--- config.mk ---
export PLATFORM = sky130hd
export DESIGN_NAME = utf8_stream_decoder
export DESIGN_NICKNAME = d
export VERILOG_FILES = /design/src/rtl/u8dec_pkg.sv /design/src/rtl/utf8_stream_decoder.sv /design/src/rtl/u8dec_in_stage.sv /design/src/rtl/u8dec_decode.sv /design/src/rtl/u8dec_out_buf.sv
export SDC_FILE = /design/constraint.sdc
export NUM_CORES = 1
export LEC_CHECK = 0
export BUFFER_PORTS_ARGS = -buffer_cell sky130_fd_sc_hd__clkbuf_2
export CORE_MARGIN = 4
export CORE_UTILIZATION = 50
export CTS_CLUSTER_DIAMETER = 200
export DETAILED_ROUTE_END_ITERATION = 8
export PLACE_DENSITY = 0.76
export SLEW_MARGIN = 5
export SYNTH_ARGS = -nofsm -noshare
export SYNTH_HDL_FRONTEND = slang
export SYNTH_HIERARCHICAL = 1
export SYNTH_SLANG_ARGS = --single-unit
export TNS_END_PERCENT = 30
--- constraint.sdc ---
create_clock -name i_clk -period 6.8 [get_ports i_clk]
set_input_delay 0.34 -clock i_clk [delete_from_list [all_inputs] [get_ports i_clk]]
set_output_delay 0.34 -clock i_clk [all_outputs]
set_load 0.02 [all_outputs]
--- src/rtl/u8dec_pkg.sv ---
// Shared constants and types for the UTF-8 stream decoder.
// Has no dependencies; the decoder's RTL files (not the assertion macros or the checker) use it by scoped names.
`timescale 1ns / 1ps
`default_nettype none

package u8dec_pkg;

    localparam int ByteW = 8;
    localparam int CpW   = 31;
    localparam int LenW  = 3;

    // Byte class masks and the tags that identify each class.
    localparam logic [ByteW-1:0] MASK_CONT = 8'hC0;
    localparam logic [ByteW-1:0] TAG_CONT  = 8'h80;
    localparam logic [ByteW-1:0] MASK_LEAD2 = 8'hE0;
    localparam logic [ByteW-1:0] TAG_LEAD2  = 8'hC0;
    localparam logic [ByteW-1:0] MASK_LEAD3 = 8'hF0;
    localparam logic [ByteW-1:0] TAG_LEAD3  = 8'hE0;
    localparam logic [ByteW-1:0] MASK_LEAD4 = 8'hF8;
    localparam logic [ByteW-1:0] TAG_LEAD4  = 8'hF0;
    localparam logic [ByteW-1:0] MASK_LEAD5 = 8'hFC;
    localparam logic [ByteW-1:0] TAG_LEAD5  = 8'hF8;
    localparam logic [ByteW-1:0] MASK_LEAD6 = 8'hFE;
    localparam logic [ByteW-1:0] TAG_LEAD6  = 8'hFC;

    // Payload bit masks for continuation and lead bytes.
    localparam logic [ByteW-1:0] PAY_CONT  = 8'h3F;
    localparam logic [ByteW-1:0] PAY_LEAD2 = 8'h1F;
    localparam logic [ByteW-1:0] PAY_LEAD3 = 8'h0F;
    localparam logic [ByteW-1:0] PAY_LEAD4 = 8'h07;
    localparam logic [ByteW-1:0] PAY_LEAD5 = 8'h03;
    localparam logic [ByteW-1:0] PAY_LEAD6 = 8'h01;

    typedef enum logic {
        ERR_BAD_LEAD     = 1'b0,
        ERR_MISSING_CONT = 1'b1
    } t_err_kind;

    typedef struct packed {
        logic [CpW-1:0]  code_point;
        logic [LenW-1:0] seq_length;
        logic            error;
        t_err_kind       error_kind;
    } t_result;

endpackage

`default_nettype wire

--- src/rtl/utf8_stream_decoder.sv ---
// Top level of the UTF-8 stream decoder (six-byte form, 31-bit code points).
// Depends on u8dec_pkg, u8dec_in_stage, u8dec_decode and u8dec_out_buf.
//
//   Channel | Direction | Handshake              | Payload
//   in      | input     | i_in_valid / o_in_stall | i_data_byte
//   out     | output    | o_out_valid / i_out_stall | o_code_point, o_seq_length,
//           |           |                        | o_error, o_error_kind
//
// One byte is accepted per clock cycle, sustained, while the output side keeps up.
// The byte that completes a result waits in the input register, and the result is then
// registered in the result register (first in the skid entry while the output stalls).
// Reset is synchronous and active low; it empties both registers and returns
// the decoder to the idle state between sequences.
// When the output stalls, one further result is caught in a skid entry; once it is
// full, the input register holds its byte and o_in_stall rises.
`timescale 1ns / 1ps
`default_nettype none

module utf8_stream_decoder (
    input  wire logic                         i_clk,
    input  wire logic                         i_rst_n,
    // Byte channel.
    input  wire logic                         i_in_valid,
    output logic                              o_in_stall,
    input  wire logic [u8dec_pkg::ByteW-1:0]  i_data_byte,
    // Result channel.
    output logic                              o_out_valid,
    input  wire logic                         i_out_stall,
    output logic [u8dec_pkg::CpW-1:0]         o_code_point,
    output logic [u8dec_pkg::LenW-1:0]        o_seq_length,
    output logic                              o_error,
    output logic                              o_error_kind
);

    logic                        w_byte_valid;
    logic [u8dec_pkg::ByteW-1:0] w_byte;
    logic                        w_buf_ready;
    logic                        w_take;
    logic                        w_push;
    u8dec_pkg::t_result          w_result;
    u8dec_pkg::t_result          w_out_result;

    // The decode stage moves a byte on whenever the result buffer has room, whether
    // or not that byte produces a result; the sequence state advances only then.
    assign w_take = w_byte_valid && w_buf_ready;

    u8dec_in_stage u_in_stage (
        .i_clk       (i_clk),
        .i_rst_n     (i_rst_n),
        .i_in_valid  (i_in_valid),
        .o_in_stall  (o_in_stall),
        .i_data_byte (i_data_byte),
        .i_take      (w_take),
        .o_valid     (w_byte_valid),
        .o_byte      (w_byte)
    );

    u8dec_decode u_decode (
        .i_clk    (i_clk),
        .i_rst_n  (i_rst_n),
        .i_take   (w_take),
        .i_byte   (w_byte),
        .o_push   (w_push),
        .o_result (w_result)
    );

    u8dec_out_buf u_out_buf (
        .i_clk       (i_clk),
        .i_rst_n     (i_rst_n),
        .i_push      (w_push),
        .i_result    (w_result),
        .o_ready     (w_buf_ready),
        .o_out_valid (o_out_valid),
        .i_out_stall (i_out_stall),
        .o_result    (w_out_result)
    );

    // The result travels as one record and is split onto its ports here.
    assign o_code_point = w_out_result.code_point;
    assign o_seq_length = w_out_result.seq_length;
    assign o_error      = w_out_result.error;
    assign o_error_kind = w_out_result.error_kind;

endmodule

`default_nettype wire

--- src/rtl/u8dec_in_stage.sv ---
// Input register of the UTF-8 stream decoder: holds one byte until the decode stage takes it.
// Depends on u8dec_pkg.
`timescale 1ns / 1ps
`default_nettype none

module u8dec_in_stage (
    input  wire logic                        i_clk,
    input  wire logic                        i_rst_n,
    input  wire logic                        i_in_valid,
    output logic                             o_in_stall,
    input  wire logic [u8dec_pkg::ByteW-1:0] i_data_byte,
    input  wire logic                        i_take,
    output logic                             o_valid,
    output logic [u8dec_pkg::ByteW-1:0]      o_byte
);

    logic                        r_valid;
    logic [u8dec_pkg::ByteW-1:0] r_byte;
    logic                        w_load;

    // The register may be refilled in the same cycle as its byte moves on.
    assign o_in_stall = r_valid && !i_take;
    assign w_load     = i_in_valid && !o_in_stall;

    always_ff @(posedge i_clk) begin
        if (!i_rst_n) begin
            r_valid <= 1'b0;
        end else begin
            r_valid <= w_load || (r_valid && !i_take);
        end
        if (w_load) begin
            r_byte <= i_data_byte;
        end
    end

    assign o_valid = r_valid;
    assign o_byte  = r_byte;

endmodule

`default_nettype wire

--- src/rtl/u8dec_decode.sv ---
// Decode stage: classifies one byte, updates the sequence state and forms the result.
// Depends on u8dec_pkg.
`timescale 1ns / 1ps
`default_nettype none

module u8dec_decode (
    input  wire logic                        i_clk,
    input  wire logic                        i_rst_n,
    input  wire logic                        i_take,
    input  wire logic [u8dec_pkg::ByteW-1:0] i_byte,
    output logic                             o_push,
    output u8dec_pkg::t_result               o_result
);

    logic [u8dec_pkg::LenW-1:0] r_remaining, n_remaining;
    logic [u8dec_pkg::CpW-1:0]  r_acc, n_acc;
    logic [u8dec_pkg::LenW-1:0] r_length, n_length;
    logic [u8dec_pkg::CpW-1:0]  w_acc_shift;
    logic                       w_emit;

    assign w_acc_shift = {r_acc[u8dec_pkg::CpW-7:0], i_byte[5:0]};

    always_comb begin
        n_remaining         = r_remaining;
        n_acc               = r_acc;
        n_length            = r_length;
        w_emit              = 1'b0;
        o_result.code_point = '0;
        o_result.seq_length = '0;
        o_result.error      = 1'b0;
        o_result.error_kind = u8dec_pkg::ERR_BAD_LEAD;

        if (r_remaining != '0) begin
            if ((i_byte & u8dec_pkg::MASK_CONT) != u8dec_pkg::TAG_CONT) begin
                // Sequence broken: drop it together with the offending byte.
                n_remaining         = '0;
                n_acc               = '0;
                n_length            = '0;
                w_emit              = 1'b1;
                o_result.error      = 1'b1;
                o_result.error_kind = u8dec_pkg::ERR_MISSING_CONT;
            end else if (r_remaining == 3'd1) begin
                n_remaining         = '0;
                n_acc               = '0;
                n_length            = '0;
                w_emit              = 1'b1;
                o_result.code_point = w_acc_shift;
                o_result.seq_length = r_length;
            end else begin
                n_remaining = r_remaining - 3'd1;
                n_acc       = w_acc_shift;
            end
        end else begin
            priority if (!i_byte[7]) begin
                w_emit              = 1'b1;
                o_result.code_point = u8dec_pkg::CpW'(i_byte);
                o_result.seq_length = 3'd1;
            end else if ((i_byte & u8dec_pkg::MASK_LEAD2) == u8dec_pkg::TAG_LEAD2) begin
                n_acc       = u8dec_pkg::CpW'(i_byte & u8dec_pkg::PAY_LEAD2);
                n_remaining = 3'd1;
                n_length    = 3'd2;
            end else if ((i_byte & u8dec_pkg::MASK_LEAD3) == u8dec_pkg::TAG_LEAD3) begin
                n_acc       = u8dec_pkg::CpW'(i_byte & u8dec_pkg::PAY_LEAD3);
                n_remaining = 3'd2;
                n_length    = 3'd3;
            end else if ((i_byte & u8dec_pkg::MASK_LEAD4) == u8dec_pkg::TAG_LEAD4) begin
                n_acc       = u8dec_pkg::CpW'(i_byte & u8dec_pkg::PAY_LEAD4);
                n_remaining = 3'd3;
                n_length    = 3'd4;
            end else if ((i_byte & u8dec_pkg::MASK_LEAD5) == u8dec_pkg::TAG_LEAD5) begin
                n_acc       = u8dec_pkg::CpW'(i_byte & u8dec_pkg::PAY_LEAD5);
                n_remaining = 3'd4;
                n_length    = 3'd5;
            end else if ((i_byte & u8dec_pkg::MASK_LEAD6) == u8dec_pkg::TAG_LEAD6) begin
                n_acc       = u8dec_pkg::CpW'(i_byte & u8dec_pkg::PAY_LEAD6);
                n_remaining = 3'd5;
                n_length    = 3'd6;
            end else begin
                // Stray continuation byte, or 0xFE / 0xFF.
                w_emit              = 1'b1;
                o_result.error      = 1'b1;
                o_result.error_kind = u8dec_pkg::ERR_BAD_LEAD;
            end
        end
    end

    always_ff @(posedge i_clk) begin
        if (!i_rst_n) begin
            r_remaining <= '0;
            r_acc       <= '0;
            r_length    <= '0;
        end else if (i_take) begin
            r_remaining <= n_remaining;
            r_acc       <= n_acc;
            r_length    <= n_length;
        end
    end

    assign o_push = i_take && w_emit;

endmodule

`default_nettype wire

--- src/rtl/u8dec_out_buf.sv ---
// Result register with one skid entry, so the ready towards the decode stage is registered.
// Depends on u8dec_pkg.
`timescale 1ns / 1ps
`default_nettype none

module u8dec_out_buf (
    input  wire logic                i_clk,
    input  wire logic                i_rst_n,
    input  wire logic                i_push,
    input  wire u8dec_pkg::t_result  i_result,
    output logic                     o_ready,
    output logic                     o_out_valid,
    input  wire logic                i_out_stall,
    output u8dec_pkg::t_result       o_result
);

    logic               r_main_valid;
    logic               r_skid_valid;
    u8dec_pkg::t_result r_main;
    u8dec_pkg::t_result r_skid;
    logic               w_pop;

    assign w_pop   = r_main_valid && !i_out_stall;
    assign o_ready = !r_skid_valid;

    always_ff @(posedge i_clk) begin
        if (!i_rst_n) begin
            r_main_valid <= 1'b0;
            r_skid_valid <= 1'b0;
        end else if (r_skid_valid) begin
            // No push can arrive while the skid entry is full.
            if (w_pop) begin
                r_skid_valid <= 1'b0;
            end
        end else if (i_push) begin
            if (r_main_valid && !w_pop) begin
                r_skid_valid <= 1'b1;
            end else begin
                r_main_valid <= 1'b1;
            end
        end else if (w_pop) begin
            r_main_valid <= 1'b0;
        end
    end

    always_ff @(posedge i_clk) begin
        if (r_skid_valid) begin
            if (w_pop) begin
                r_main <= r_skid;
            end
        end else if (i_push) begin
            if (r_main_valid && !w_pop) begin
                r_skid <= i_result;
            end else begin
                r_main <= i_result;
            end
        end
    end

    assign o_out_valid = r_main_valid;
    assign o_result    = r_main;

endmodule

`default_nettype wire

==> metrics.yaml <==
drv_cap: 0
reg2reg_depth: 8
leakage_uw: 0.00216
pin_count: 50
crit_path_max_fanout: 23
antenna_found_initial: 0
synth_area_per_cell_um2: 13.3
power_density_nw_per_um2: 309
start_util: 0.514
coreArea_um2: 9280
syn_to_final_growth_pct: 20.2
dieArea_um2: 11200
criticalPathCategory: "reg -> reg"
pwr-share-clk: 0.486
diodes: 0
clock.fmax_ghz: 0.343
grt_pass1_wl_mm: 15.6
syn_area_um2: 4770
dpl.hpwl_mm: 5.95
vias_per_cell: 5.29
gr-total-overflow: 0
portBuffers: 49
first_iter_violations: 112
drc: 0
drtPass1Iterations: 4
arrival_ps: 3100
instances_no_fill: 558
end_kind: "register"
yosys_most_used_dff: "edfxtp_1"
relSlewSlack: 0.291
multiInputGateArea_um2: 1530
p_int_uw: 1370
skew_ps: 6.55
design_area_um2: 5730
yosys-top-cells-area: "edfxtp_1, dfxtp_1, mux2_2, and2_1, nand3_1"
die_w_um: 106
regArea_um2: 3080
final_util: 0.618
p_comb_frac: 0.073
ant_nets: 0
cts_buffer_depth: 2
syn-num-nets: 374
ys_seq_area_frac: 0.646
yosys.area.top_type: "edfxtp_1"
fin_crit_ps: 2920
ys_seq_elements: 114
fin_nets: 431
status: "completed"
maxSlewViolCount: 0
grt_usage: 0.182
report.final.hold_viol_count: 0
hold_class: "in -> reg"
seqPwrFrac: 0.441
grt_pass1_vias: 3011
fillerInstances: 744
placed_cells: 518
htree_levels: 4
clkTransAtPathRegs_ps: 60
place_area_um2: 5050
rows: 35
die_h_um: 106
cts_setup_buffers: 0
worst_pin_slew_ps: 1060
grt_max_degree: 43
avgRoutedWirePerCell_um: 16.9
cts_tree: "yes"
hold_depth: 1
finalSetupTns_ps: 0
netlist_instances: 359
grt_setup_unrepaired: "no"
clk_latency_ps: 510
vias: 2950
clockRootBuffer: "clkbuf_8"
cp-start-kind: "register"
switching_share: 0.227
synth_edf_count: 80
drive_gt1_frac: 0.294
synth_top_cell_area_share: 0.503
peakVddDrop_mv: 0.200
setup-violations-final: 0
ys_warn_count: 6
fin_crit_sh: 0.429
globalplace.congestion: 0.854
synth_cell_type_count: 44
routed_wl_mm: 9.43
cp.required_ps: 6980
cts_sinks: 114
switchingPower_uw: 403
cts_buffers: 17
synth-async-reset-ratio: 0
## flip-flops by register name, summed over array words and instances, names as in the netlist
register / cells
u_out_buf/r_skid_valid: 1
u_decode/r_length: 3
u_decode/r_remaining: 3
u_in_stage/o_byte: 8
u_in_stage/o_valid: 1
u_out_buf/o_out_valid: 1
u_out_buf/r_skid: 36
u_decode/r_acc: 25
u_out_buf/o_result: 36
## layout by cell type, fill, tap and decap left out, types with 3 or more instances in the layout
cell type	instances
o21ai_1	3
and3_1	5
buf_4	3
o211ai_1	3
clkinvlp_4	5
a21boi_1	16
and2_1	27
a21oi_1	7
edfxtp_1	80
a21boi_0	6
o31ai_1	3
dlygate4sd3_1	7
clkbuf_2	49
mux2_2	36
clkinv_2	3
nand2_1	33
inv_1	4
dfxtp_1	34
bufinv_16	3
ha_1	3
nand3_1	30
nor2_1	5
o21ai_0	5
nor2b_1	9
clkbuf_16	16
## critical path, stage by stage, from the launching register on
cell and delay (ps):
dfxtp_1 320, inv_1 90, ha_1 290, nor2_1 110, o21ai_0 360, and3_1 250
nand2b_1 140, nor2_2 590, buf_4 420
## through the flow
| step | worst slack [ps] | hold WS, ps | power, µW |
|---|---|---|---|
| floorplan | 3420 | 426 | 885 |
| global route | 3600 | 10.6 | 1840 |
| detailed placement | 3880 | 440 | 919 |
| CTS | 3790 | 15.9 | 1790 |
| finish | 3880 | 31.2 | 1770 |
| global placement | 3950 | 436 | 919 |
## cells by family after synthesis
kind of cell,count (synthesis),synth area share
buf+inv,26,0.0367
fa+ha+maj,3,0.00787
mux,36,0.0850
compound gates,59,0.0902
simple gates,121,0.134
flops,114,0.646
## metal layers
layer	GRT usage	share of wire
met3	0.0496	0.043
met4	0.0759	0.022
met2	0.295	0.50
met5	0	0
met1	0.230	0.43
## power groups by stage
stage | registers [µW] | clock network [µW] | logic, µW
finish | 783 | 863 | 129
global route | 785 | 920 | 140
CTS | 783 | 877 | 126
detailed placement | 797 | 0 | 122
global placement | 796 | 0 | 123
floorplan | 815 | 0 | 70.5
## synthesized netlist by cell type, types with 2 or more instances
cell type	count
edfxtp_1	80
mux2_2	36
dfxtp_1	34
nand2_1	33
nand3_1	30
and2_1	27
a21boi_1	17
nor2b_1	9
buf_6	8
a21oi_1	7
a21boi_0	6
clkbuf_1	6
nor2_1	6
and3_1	5
o21ai_0	5
buf_2	4
inv_1	4
buf_4	3
ha_1	3
o211ai_1	3
o21ai_1	3
o31ai_1	3
a22o_1	2
nand2b_1	2
nor3_1	2
o2111ai_1	2
o21a_1	2
## repair_timing
action | CTS | global route
endpoints found under the hold margin | 7 | 0
gates resized for setup | 0 | 0
hold buffers | 7 | 0
## path summary, 6_finish.rpt
| check | start | endpoint | slack, ps |
|---|---|---|---|
| max reg2reg | u_decode/r_remaining[0] | u_out_buf/r_skid[21] | 3880 |
| min | i_data_byte[0] | u_in_stage/o_byte[0] | 30 |
| max | u_decode/r_remaining[0] | u_out_buf/r_skid[21] | 3880 |
| min reg2reg | u_decode/r_acc[21] | u_decode/r_acc[21] | 450 |
## cell type report
type,count,area share
Clock inverter,13,0.0279
Timing Repair Buffer,60,0.0637
Inverter,4,0.00262
Multi-Input combinational cell,219,0.266
Tap cell,129,0.0281
Sequential cell,114,0.538
Clock buffer,19,0.0735
Note: power is estimated with default switching activity, not from simulation.
